**config.mk**
```make
export PLATFORM = sky130hd
export DESIGN_NAME = ptc_second
export DESIGN_NICKNAME = d
export VERILOG_FILES = /design/src/hdl/ptc_pkg.sv /design/src/hdl/ptc_second.sv
export SDC_FILE = /design/constraint.sdc
export NUM_CORES = 2
export LEC_CHECK = 0
export BUFFER_PORTS_ARGS = -buffer_cell sky130_fd_sc_hd__buf_2
export CAP_MARGIN = 20
export CORE_MARGIN = 1.5
export CORE_UTILIZATION = 45
export CTS_BUF_LIST = sky130_fd_sc_hd__clkbuf_2 sky130_fd_sc_hd__clkbuf_4 sky130_fd_sc_hd__clkbuf_8
export CTS_CLUSTER_DIAMETER = 50
export DETAILED_ROUTE_END_ITERATION = 7
export PLACE_DENSITY = 0.59
export SETUP_SLACK_MARGIN = 0.15
export SYNTH_ARGS = -nofsm -noshare
export SYNTH_HDL_FRONTEND = slang
export SYNTH_SLANG_ARGS = --single-unit
```
**constraint.sdc**
```tcl
create_clock -name i_clk -period 10.36 [get_ports i_clk]
set_input_delay 1.036 -clock i_clk [delete_from_list [all_inputs] [get_ports i_clk]]
set_output_delay 1.036 -clock i_clk [all_outputs]
set_load 0.01 [all_outputs]
```
**src/hdl/ptc_pkg.sv**
```systemverilog
// -----------------------------------------------------------------------------
// ptc_pkg
// Shared types and constants of the pressure/temperature compensation pipe.
// -----------------------------------------------------------------------------
package ptc_pkg;

    localparam int RAW_W    = 24;
    localparam int CAL_W    = 16;
    localparam int CFG_IDX_W = 3;
    localparam int TEMP_W   = 20;
    localparam int PRES_W   = 23;

    // temperature thresholds in 0.01 degC
    localparam int TEMP_REF  = 2000;
    localparam int TEMP_DEEP = -1500;

    // output saturation limits
    localparam int TEMP_MIN = -270000;
    localparam int TEMP_MAX = 140000;
    localparam int PRES_MIN = -4194304;
    localparam int PRES_MAX = 4194303;

    typedef enum logic [CFG_IDX_W-1:0] {
        CAL_PRES_SENS   = 3'd0,
        CAL_PRES_OFFSET = 3'd1,
        CAL_SENS_TCO    = 3'd2,
        CAL_OFF_TCO     = 3'd3,
        CAL_REF_TEMP    = 3'd4,
        CAL_TEMP_COEFF  = 3'd5
    } t_cal_idx;

    typedef struct packed {
        logic [CAL_W-1:0] c1;
        logic [CAL_W-1:0] c2;
        logic [CAL_W-1:0] c3;
        logic [CAL_W-1:0] c4;
        logic [CAL_W-1:0] c5;
        logic [CAL_W-1:0] c6;
    } t_cal;

    // first-order terms
    typedef struct packed {
        logic [RAW_W-1:0]   d1;
        logic signed [18:0] temp1;  // 2000 + dT*C6/2^23
        logic signed [17:0] a;      // TEMP - 2000
        logic signed [18:0] b;      // TEMP + 1500
        logic [17:0]        t2;     // dT^2/2^31
        logic signed [35:0] off1;
        logic signed [34:0] sens1;
    } t_first;

    // after second-order correction
    typedef struct packed {
        logic [RAW_W-1:0]   d1;
        logic signed [20:0] temp;
        logic signed [40:0] off;
        logic signed [39:0] sens;
    } t_comp;

endpackage

```
**src/hdl/ptc_second.sv**
```systemverilog
// -----------------------------------------------------------------------------
// ptc_second
// Three stages of second-order correction below 20 degC, extra below -15 degC.
// -----------------------------------------------------------------------------
module ptc_second (
    input  logic            i_clk,
    input  logic            i_rst_n,
    input  logic            i_valid,
    input  ptc_pkg::t_first i_data,
    output logic            o_ready,
    output logic            o_valid,
    output ptc_pkg::t_comp  o_data,
    input  logic            i_ready
);
    import ptc_pkg::*;

    logic [2:0] r_vld;
    logic [2:0] w_en;

    // stage 1
    t_first             r1_fst;
    logic [34:0]        r1_aa, r1_bb;
    logic signed [35:0] w_aa_full;
    logic signed [37:0] w_bb_full;

    // stage 2
    logic [RAW_W-1:0]   r2_d1;
    logic signed [20:0] r2_temp, n_temp;
    logic signed [35:0] r2_off1;
    logic signed [34:0] r2_sens1;
    logic [36:0]        r2_off2a, n_off2a;
    logic [38:0]        r2_ob, n_ob;
    logic [35:0]        r2_sa, n_sa;
    logic [37:0]        r2_sb, n_sb;
    logic               w_lo_a, w_lo_b;
    logic [40:0]        w_61aa;
    logic [38:0]        w_15bb;
    logic signed [20:0] w_temp1, w_t2;

    // stage 3
    t_comp              r3_cmp, n_cmp;
    logic signed [40:0] w_off1, w_off2a, w_ob;
    logic signed [39:0] w_sens1, w_sa, w_sb;

    assign w_en[2] = ~r_vld[2] | i_ready;
    assign w_en[1] = ~r_vld[1] | w_en[2];
    assign w_en[0] = ~r_vld[0] | w_en[1];
    assign o_ready = w_en[0];

    always_ff @(posedge i_clk) begin
        if (!i_rst_n) begin
            r_vld <= '0;
        end else begin
            if (w_en[0]) r_vld[0] <= i_valid;
            if (w_en[1]) r_vld[1] <= r_vld[0];
            if (w_en[2]) r_vld[2] <= r_vld[1];
        end
    end

    // stage 1: squares
    assign w_aa_full = i_data.a * i_data.a;
    assign w_bb_full = i_data.b * i_data.b;

    // stage 2: scaled squares, gated by the temperature bands
    assign w_lo_a = r1_fst.a[17];          // TEMP < 2000
    assign w_lo_b = r1_fst.b[18];          // TEMP < -1500
    assign w_61aa = {r1_aa, 6'd0} - {4'd0, r1_aa, 2'd0} + {6'd0, r1_aa};
    assign w_15bb = {r1_bb, 4'd0} - {4'd0, r1_bb};
    assign w_temp1 = r1_fst.temp1;
    assign w_t2    = $signed({3'b000, r1_fst.t2});

    always_comb begin
        n_off2a = w_lo_a ? w_61aa[40:4] : '0;
        n_ob    = w_lo_b ? w_15bb : '0;
        n_sa    = w_lo_a ? {r1_aa, 1'b0} : '0;
        n_sb    = w_lo_b ? {r1_bb, 3'd0} : '0;
        n_temp  = w_lo_a ? (w_temp1 - w_t2) : w_temp1;
    end

    // stage 3: OFF -= OFF2, SENS -= SENS2
    assign w_off1  = r2_off1;
    assign w_off2a = $signed({4'd0, r2_off2a});
    assign w_ob    = $signed({2'd0, r2_ob});
    assign w_sens1 = r2_sens1;
    assign w_sa    = $signed({4'd0, r2_sa});
    assign w_sb    = $signed({2'd0, r2_sb});

    always_comb begin
        n_cmp.d1   = r2_d1;
        n_cmp.temp = r2_temp;
        n_cmp.off  = w_off1 - w_off2a - w_ob;
        n_cmp.sens = w_sens1 - w_sa - w_sb;
    end

    always_ff @(posedge i_clk) begin
        if (w_en[0]) begin
            r1_fst <= i_data;
            r1_aa  <= w_aa_full[34:0];
            r1_bb  <= w_bb_full[34:0];
        end
        if (w_en[1]) begin
            r2_d1    <= r1_fst.d1;
            r2_temp  <= n_temp;
            r2_off1  <= r1_fst.off1;
            r2_sens1 <= r1_fst.sens1;
            r2_off2a <= n_off2a;
            r2_ob    <= n_ob;
            r2_sa    <= n_sa;
            r2_sb    <= n_sb;
        end
        if (w_en[2]) begin
            r3_cmp <= n_cmp;
        end
    end

    assign o_valid = r_vld[2];
    assign o_data  = r3_cmp;

endmodule

```
==> run metrics <==
hold path depth 0; Final nets 6248; routed len/inst 18.29 microns; Post-synth top cells inv_1, fa_1, edfxtp_1, ha_1, nand2_1; CP Class primary input to flop; antenna-violating nets left 0; Yosys cell types 82; Post-synth EDFFs 584; total core area 0.1140 sq mm; main area contributors after synthesis edfxtp_1, fa_1, ha_1; GR Overflow Total 0; drt first pass iters 5; Via Count 32.81k; fmax 0.1377 GHz; Yosys reg bits 587; postcts setup bufs 0; largest area contributor in the synthesized netlist edfxtp_1; Die Ht 341.8 microns; synthesized area 0.05165 sq mm; DP Wirelength 96420 microns; register area share after synthesis 0.3407; initial core utilization 0.4529; syn_nets 5930; Max Slew Vio Count 0; post-CTS sizing 0; first-pass GRT wire length 190600 microns; critical path startpoint category primary input; worst rel slew slack 0.3030; Area Overhead vs Synth 10.47%; Worst Tran Pin Value 1.032 ns; initial antenna violation count 4; routability congestion estimate 0.8968; Hold Path Class flop to flop; Final Hold Viols 0; pin count of the biggest net entering global routing 148; setup violators final 0; number of cell rows 124; Synth top area share 0.3395; Max-Cap Viols 0; most frequent cell after synthesis inv_1; gr usage total 0.2110; Cells after Synth 4662; drt drc 0; worst path required time 10.79 ns; worst-path maximum fanout 22; hold buffers post-CTS 0; setup repair after global routing missed its margin no; Top FF cell, synth edfxtp_1; Vias per Instance 4.986; Mapped Avg Cell Area 11.08 sq um; share of cells above drive strength 1 0.1051; outcome complete, no violations; Async S/R FF share, synth 0; Syn. warnings 0; CTS tree yes; final period utilization 0.7009; total negative slack 0 ns; CP endpoint kind flop; Fin Hold WS 0.3725 ns; I/O Buffers 300; vias in the first global route 34.21k; path depth of the worst reg2reg path 16; final wirelength 120300 microns; TritonCTS buffer count 100; Max Buffers Root-to-Sink 3; clock skew 0.06588 ns; CP arrival 7.70 ns; # IOs 301; # H-tree levels 3; min cycle time layout 7.261 ns; worst skew pair latency 0.76 ns; die area 0.1168 sq mm; CTS Sinks 587; Initial DRC Count 1985; clk slew on worst S/H paths 0.06 ns; CTS Root Cell clkbuf_8; DIE WIDTH 341.8 microns
## sequential cells by signal, indices dropped and copies added (netlist names), 33 cells and up
name / flops
r2_sb: 33
r2_off2a: 37
r2_sens1: 35
r1_bb: 33
r2_sa: 34
r2_ob: 38
r1_aa: 33
o_data: 125
r2_off1: 36
r1_fst: 136
## cells by family (layout without fill, tap and decap cells)
logic type | Yosys count | after routing | share of synthesized area
adder cells (fa/ha/maj) | 1095 | 1095 | 0.3674
AO/OA/AOI/OAI | 564 | 564 | 0.07265
AND/OR/NAND/NOR | 947 | 947 | 0.08636
multiplexers | 23 | 23 | 0.004821
buffers and inverters | 1209 | 1609 | 0.08794
XOR/XNOR | 236 | 236 | 0.04002
flip-flops | 587 | 587 | 0.3407
other | 1 | 6 | 0.00007260
## metrics by stage
stage	utilization	instances	setup slack, ns	area, sq um
final	0.5004	6579	3.099	57060
after global routing	0.5003	6577	2.810	57050
after CTS	0.5003	6574	3.154	57050
after global placement	0.4805	6390	2.485	54800
after detailed placement	0.4805	6390	2.408	54800
after floorplan	-	4662	2.370	51650
## layout by cell type (no fill, tap or decap), types with 14 or more instances in the layout
cell type,Yosys,routed
a31oi_1,19,19
nor2b_1,42,42
nand2_1,300,299
and3_1,18,18
a21o_1,78,78
nand4_1,20,20
a211oi_1,14,14
and2_1,127,127
xor2_1,70,70
o21a_1,30,30
buf_2,0,300
nand3_1,43,42
inv_1,1116,1113
o21ai_0,84,84
clkbuf_8,0,100
nor3_1,47,47
nor2_1,266,266
clkbuf_4,0,25
mux2_2,14,14
or3_1,16,16
a21oi_1,173,173
o21bai_1,28,28
edfxtp_1,584,584
clkinv_1,0,18
ha_1,392,392
nand2b_1,32,32
xnor2_1,166,166
fa_1,703,703
## worst paths after layout
check | slack, ns | start | endpoint
setup / recovery | 3.10 | i_data[125] | r1_aa[33]
hold reg to reg | 0.37 | r2_temp[12] | o_data[93]
setup reg to reg | 5.45 | r2_ob[1] | o_data[80]
hold / removal | 0.37 | r2_temp[12] | o_data[93]
## metal layers
layer	track usage	vias up	share of wire
met5	0	-	0.00011
met4	0.04843	2	0.021
met3	0.02917	164	0.054
met2	0.3497	789	0.47
met1	0.2947	16310	0.45
li1	-	15550	-
## area by class of cell
class | instances | area (sq um)
tap | 1512 | 1892
sequential | 587 | 17600
antenna | 5 | 12.51
clock buffer | 125 | 1564
multi-input combinational | 2866 | 29530
timing repair buffer | 309 | 1582
fill | 10330 | 56980
inverter | 1116 | 4194
clock inverter | 59 | 686.9
## critical path: stages
cell and delay (ns):
buf_2 0.43, inv_1 0.47, nor2_1 0.45, fa_1 0.51
inv_1 0.19, fa_1 0.44, inv_1 0.08, fa_1 0.44
fa_1 0.51, fa_1 0.49, inv_1 0.05, fa_1 0.47
inv_1 0.04, ha_1 0.31, a21o_1 0.18, a21o_1 0.18
a21o_1 0.18, a21oi_1 0.12, o21ai_0 0.15, o32a_1 0.39
o311ai_0 0.12, nand4b_1 0.14, a21oi_1 0.19, xnor2_1 0.09
Power is not shown: default switching activity piles up to over one toggle a cycle in this logic, so the estimate is an artifact.
