<file path="src/hdl/ptc_pkg.sv">
// -----------------------------------------------------------------------------
// ptc_pkg
// Shared types and constants of the pressure/temperature compensation pipe.
// -----------------------------------------------------------------------------
package ptc_pkg;

    localparam int RAW_W    = 24;
    localparam int CAL_W    = 16;
    localparam int CFG_IDX_W = 3;
    localparam int TEMP_W   = 20;
    localparam int PRES_W   = 23;

    // temperature thresholds in 0.01 degC
    localparam int TEMP_REF  = 2000;
    localparam int TEMP_DEEP = -1500;

    // output saturation limits
    localparam int TEMP_MIN = -270000;
    localparam int TEMP_MAX = 140000;
    localparam int PRES_MIN = -4194304;
    localparam int PRES_MAX = 4194303;

    typedef enum logic [CFG_IDX_W-1:0] {
        CAL_PRES_SENS   = 3'd0,
        CAL_PRES_OFFSET = 3'd1,
        CAL_SENS_TCO    = 3'd2,
        CAL_OFF_TCO     = 3'd3,
        CAL_REF_TEMP    = 3'd4,
        CAL_TEMP_COEFF  = 3'd5
    } t_cal_idx;

    typedef struct packed {
        logic [CAL_W-1:0] c1;
        logic [CAL_W-1:0] c2;
        logic [CAL_W-1:0] c3;
        logic [CAL_W-1:0] c4;
        logic [CAL_W-1:0] c5;
        logic [CAL_W-1:0] c6;
    } t_cal;

    // first-order terms
    typedef struct packed {
        logic [RAW_W-1:0]   d1;
        logic signed [18:0] temp1;  // 2000 + dT*C6/2^23
        logic signed [17:0] a;      // TEMP - 2000
        logic signed [18:0] b;      // TEMP + 1500
        logic [17:0]        t2;     // dT^2/2^31
        logic signed [35:0] off1;
        logic signed [34:0] sens1;
    } t_first;

    // after second-order correction
    typedef struct packed {
        logic [RAW_W-1:0]   d1;
        logic signed [20:0] temp;
        logic signed [40:0] off;
        logic signed [39:0] sens;
    } t_comp;

endpackage

</file>
<file path="src/hdl/ptc_pres.sv">
// -----------------------------------------------------------------------------
// ptc_pres
// Four stages: split D1*SENS multiply, recombine, subtract OFF, scale and
// saturate both results into the output register.
// -----------------------------------------------------------------------------
module ptc_pres (
    input  logic                              i_clk,
    input  logic                              i_rst_n,
    input  logic                              i_valid,
    input  ptc_pkg::t_comp                    i_data,
    output logic                              o_ready,
    output logic                              o_valid,
    output logic signed [ptc_pkg::TEMP_W-1:0] o_temp,
    output logic signed [ptc_pkg::PRES_W-1:0] o_pres,
    input  logic                              i_ready
);
    import ptc_pkg::*;

    logic [3:0] r_vld;
    logic [3:0] w_en;

    // stage 1: partial products on the low and high halves of SENS
    logic [43:0]        r1_plo, n_plo;
    logic signed [44:0] r1_phi, n_phi;
    logic signed [40:0] r1_off, r2_off;
    logic signed [20:0] r1_temp, r2_temp, r3_temp;

    // stage 2
    logic signed [63:0] r2_prod, n_prod, w_hi64, w_lo64;

    // stage 3
    logic signed [43:0] r3_x, n_x, w_pq, w_off;

    // stage 4
    logic signed [28:0]        w_p;
    logic signed [TEMP_W-1:0]  r4_temp, n_temp_sat;
    logic signed [PRES_W-1:0]  r4_pres, n_pres_sat;

    assign w_en[3] = ~r_vld[3] | i_ready;
    assign w_en[2] = ~r_vld[2] | w_en[3];
    assign w_en[1] = ~r_vld[1] | w_en[2];
    assign w_en[0] = ~r_vld[0] | w_en[1];
    assign o_ready = w_en[0];

    always_ff @(posedge i_clk) begin
        if (!i_rst_n) begin
            r_vld <= '0;
        end else begin
            if (w_en[0]) r_vld[0] <= i_valid;
            if (w_en[1]) r_vld[1] <= r_vld[0];
            if (w_en[2]) r_vld[2] <= r_vld[1];
            if (w_en[3]) r_vld[3] <= r_vld[2];
        end
    end

    assign n_plo = i_data.d1 * i_data.sens[19:0];
    assign n_phi = $signed({1'b0, i_data.d1}) * $signed(i_data.sens[39:20]);

    // D1*SENS = hi*2^20 + lo
    assign w_hi64 = r1_phi;
    assign w_lo64 = $signed({20'd0, r1_plo});
    assign n_prod = (w_hi64 <<< 20) + w_lo64;

    // D1*SENS/2^21 - OFF
    assign w_pq  = $signed(r2_prod[63:21]);
    assign w_off = r2_off;
    assign n_x   = w_pq - w_off;

    // /2^15, then saturate
    assign w_p = $signed(r3_x[43:15]);

    always_comb begin
        if (w_p < PRES_MIN) begin
            n_pres_sat = PRES_W'(PRES_MIN);
        end else if (w_p > PRES_MAX) begin
            n_pres_sat = PRES_W'(PRES_MAX);
        end else begin
            n_pres_sat = w_p[PRES_W-1:0];
        end
        if (r3_temp < TEMP_MIN) begin
            n_temp_sat = TEMP_W'(TEMP_MIN);
        end else if (r3_temp > TEMP_MAX) begin
            n_temp_sat = TEMP_W'(TEMP_MAX);
        end else begin
            n_temp_sat = r3_temp[TEMP_W-1:0];
        end
    end

    always_ff @(posedge i_clk) begin
        if (w_en[0]) begin
            r1_plo  <= n_plo;
            r1_phi  <= n_phi;
            r1_off  <= i_data.off;
            r1_temp <= i_data.temp;
        end
        if (w_en[1]) begin
            r2_prod <= n_prod;
            r2_off  <= r1_off;
            r2_temp <= r1_temp;
        end
        if (w_en[2]) begin
            r3_x    <= n_x;
            r3_temp <= r2_temp;
        end
        if (w_en[3]) begin
            r4_temp <= n_temp_sat;
            r4_pres <= n_pres_sat;
        end
    end

    assign o_valid = r_vld[3];
    assign o_temp  = r4_temp;
    assign o_pres  = r4_pres;

endmodule

</file>
<file path="config.mk">
export PLATFORM = sky130hd
export DESIGN_NAME = ptc_pres
export DESIGN_NICKNAME = d
export VERILOG_FILES = /design/src/hdl/ptc_pkg.sv /design/src/hdl/ptc_pres.sv
export SDC_FILE = /design/constraint.sdc
export NUM_CORES = 2
export LEC_CHECK = 0
export BUFFER_PORTS_ARGS = -buffer_cell sky130_fd_sc_hd__buf_2
export CORE_AREA = 2 2 338 340
export DETAILED_ROUTE_END_ITERATION = 8
export DIE_AREA = 0 0 340 342
export HOLD_SLACK_MARGIN = 0.06
export SYNTH_ARGS = -nofsm -noshare
export SYNTH_HDL_FRONTEND = slang
export SYNTH_SLANG_ARGS = --single-unit
</file>
<file path="constraint.sdc">
create_clock -name i_clk -period 15.9 [get_ports i_clk]
set_clock_uncertainty 0.05 [all_clocks]
set_input_delay 2.385 -clock i_clk [delete_from_list [all_inputs] [get_ports i_clk]]
set_output_delay 2.385 -clock i_clk [all_outputs]
set_load 0.005 [all_outputs]
</file>
==> impl_metrics.py <==
metrics = {
    "final_layout": {
        "nFillCells": 10900,
        "nNetsFinal": 5775,
        "drive_gt1_share_pct": 6.07,
        "area_growth_pct": 7.53,
    },
    "run_status": {
        "status": "finished clean",
    },
    "worst_setup_path": {
        "critical_path_arrival_ns": 9.79,
        "worstPathRequired_ns": 16.15,
        "slowest_delay_ns": 0.78,
        "worstSetupPathType": "input pin to flip-flop",
        "cp-start-kind": "input pin",
        "crit_path_end": "r1_plo[43]",
        "cpMostUsedCell": "fa_1",
        "cp_max_fo": 40,
        "r2r_slack_ns": 12.20,
        "worst_setup_path_end_kind": "flip-flop",
        "rr_endpoint": "r3_x[36]",
        "critical_path.startpoint": "i_data[116]",
        "path_depth": 23,
        "crit_chain": "buf_2 > nand2_1 > fa_1 > fa_1 > fa_1 > inv_1 > fa_1 > fa_1 > fa_1 > inv_1 > fa_1 > inv_1 > ha_1 > and3_1 > a41o_1 > a221oi_1 > o21ai_1 > nor3_2 > o311a_2 > o21ai_1 > a311o_1 > a21oi_1 > xnor2_1",
        "r2r_start": "r2_off[4]",
        "cp_slowest_cell": "buf_2",
        "cp_top_family": "adder cells",
        "worst-path-buf-inv": 4,
        "r2r_cells": 12,
    },
    "drt": {
        "wl_per_cell_um": 18.3,
        "drcViolationCount": 0,
        "drt_iter0_markers": 1642,
        "vias": 30000,
        "ant_nets": 0,
        "drt_first_pass_iters": 6,
        "drt_wl_total_um": 110000,
        "vias_per_cell": 4.99,
    },
    "timing": {
        "grt_setup_unrepaired": "no",
        "tns_ns": 0,
        "timing.final.crit_period_ns": 9.54,
        "holdWs_ns": 0.354,
        "fmax_mhz": 105,
        "tightestPinTransition_ns": 1.11,
        "slew_headroom_pct": 25.8,
        "finalHoldViolCount": 0,
        "maxSlewViolCount": 0,
        "setup_violations": 0,
        "fin_crit_sh_pct": 60.0,
    },
    "cts": {
        "clk_latency_ns": 0.55,
        "cts_tree": "done",
        "cts_root_buffer": "clkbuf_16",
        "cts_setup_buffers": 0,
        "clk_pin_slew_worst_paths_ns": 0.06,
        "cts.sinks": 332,
        "cts_buffers": 37,
        "max-clock-path-buffers": 3,
        "ctsResizeCount": 0,
        "holdBufCountCts": 0,
        "htree_levels": 2,
    },
    "job": {
        "cap_violations": 0,
    },
    "placement": {
        "place.gp.congestion": 0.856,
        "io_buffers": 174,
        "dp_hpwl_um": 82500,
    },
    "die": {
        "rows": 124,
        "die_w_um": 340,
        "io_pins": 175,
        "start_util_pct": 39.7,
        "die_h_um": 342,
        "core_area_um2": 113000,
        "dieArea_um2": 116000,
    },
    "synthesis": {
        "ys_seq_area_share_pct": 22.1,
        "yosysTopAreaCellShare_pct": 35.0,
        "synth-seq-cells": 332,
        "ys_types": 65,
        "synth_area_leaders": "fa_1 35%, edfxtp_1 22%, ha_1 11%, inv_1 8.1%, and2_1 6.7%",
        "synth-edff-count": 328,
        "synth_nets": 5736,
        "synth_area_leader_cell": "fa_1",
        "synth.avg_cell_area_um2": 10.1,
        "ys.warnings.count": 0,
        "ys_top_cells_by_count": "964 x inv_1, 785 x fa_1, 539 x nand2_1",
        "synthMostInstantiatedCell": "inv_1",
        "netlist_area_um2": 44800,
        "synth_cells": 4429,
        "async_flop_share_pct": 0,
        "synth-main-ff-cell": "edfxtp_1",
    },
    "grt": {
        "grt_overflow": 0,
        "grt_pass1_wl_um": 176000,
        "antenna_found_initial": 7,
        "grt_util_all_layers_pct": 19.2,
        "grt_max_degree": 73,
        "grt_pass1_vias": 31600,
    },
    "min_path": {
        "hp-class": "flip-flop to flip-flop",
    },
}
metrics by stage:
stage | setup slack (ns) | cell area (µm²) | std cells | utilization [%]
2_1_floorplan | 6.99 | 44800 | 4429 | -
3_3_place_gp | 5.92 | 47100 | 5941 | 41.6
3_5_place_dp | 5.85 | 47100 | 5941 | 41.6
6_report | 6.36 | 48200 | 6009 | 42.6
5_1_grt | 6.06 | 48200 | 6009 | 42.6
4_1_cts | 6.44 | 48200 | 6006 | 42.6
cell families after synthesis:
group | after synthesis | synth area share (%)
AO/OA/AOI/OAI | 377 | 5.58
adder cells (fa/ha/maj) | 1177 | 46.0
flip-flops | 332 | 22.1
AND/OR/NAND/NOR | 1246 | 14.0
buffers and inverters | 1164 | 9.74
multiplexers | 2 | 0.0446
XOR/XNOR | 131 | 2.56
sequential cells by signal, indices dropped and copies added, names as in the netlist:
| register | cells |
|---|---|
| r1_temp | 21 |
| r2_off | 41 |
| r1_off | 41 |
| o_pres | 23 |
| r3_x | 29 |
| r3_temp | 21 |
| r2_prod | 43 |
| r2_temp | 21 |
| r1_plo | 24 |
| r1_phi | 44 |
| o_temp | 20 |
| r_vld | 4 |
how the worst min path moves through the flow:
stage	from	to	slack, ns	cells past startpoint
2_1_floorplan	r1_off[0]	r2_off[0]	0.35	0
3_3_place_gp	r1_temp[0]	r2_temp[0]	0.35	0
3_5_place_dp	r1_off[38]	r2_off[38]	0.35	0
4_1_cts	r2_temp[19]	r3_temp[19]	0.35	0
5_1_grt	r2_temp[20]	r3_temp[20]	0.36	0
6_report	r2_temp[19]	r3_temp[19]	0.35	0
worst register-to-register path: stages (launching register included):
cell      delay (ns)
edfxtp_1        0.37
inv_1           0.08
ha_1            0.24
a211o_1         0.26
a21oi_1         0.11
o21ai_1         0.11
a221oi_1        0.59
o31ai_1         0.35
a211oi_2        0.47
o21ai_1         0.20
a41o_1          0.32
a21oi_1         0.18
xnor2_1         0.11
cell type report:
cell class | instances | area (µm²) | area share [%]
antenna | 3 | 7.51 | 0.0156
clock buffer | 44 | 973 | 2.02
clock inverter | 21 | 173 | 0.358
inverter | 964 | 3620 | 7.51
multi-input combinational | 2933 | 30600 | 63.4
sequential | 332 | 9930 | 20.6
tap | 1512 | 1890 | 3.92
timing repair buffer | 200 | 1070 | 2.21
cells in the final DEF, fill, tap and decap left out, types with 74 or more instances in the layout:
cell type	n
and2_1	479
ha_1	392
xnor2_1	97
a21o_1	74
inv_1	963
fa_1	785
buf_2	174
a21oi_1	120
edfxtp_1	328
nand2_1	537
layer usage:
metal  vias to the layer above  GRT usage (%)  wire [µm]
li1                      13600              -          -
met1                     15500           27.1      49800
met2                       752           32.0      52600
met3                        97           1.96       5690
met4                         2           3.89       1760
met5                         -              0         16
Power is left out: the tool's default activity adds up to more than one toggle a clock period on the data nets, which glitch-free logic cannot reach.
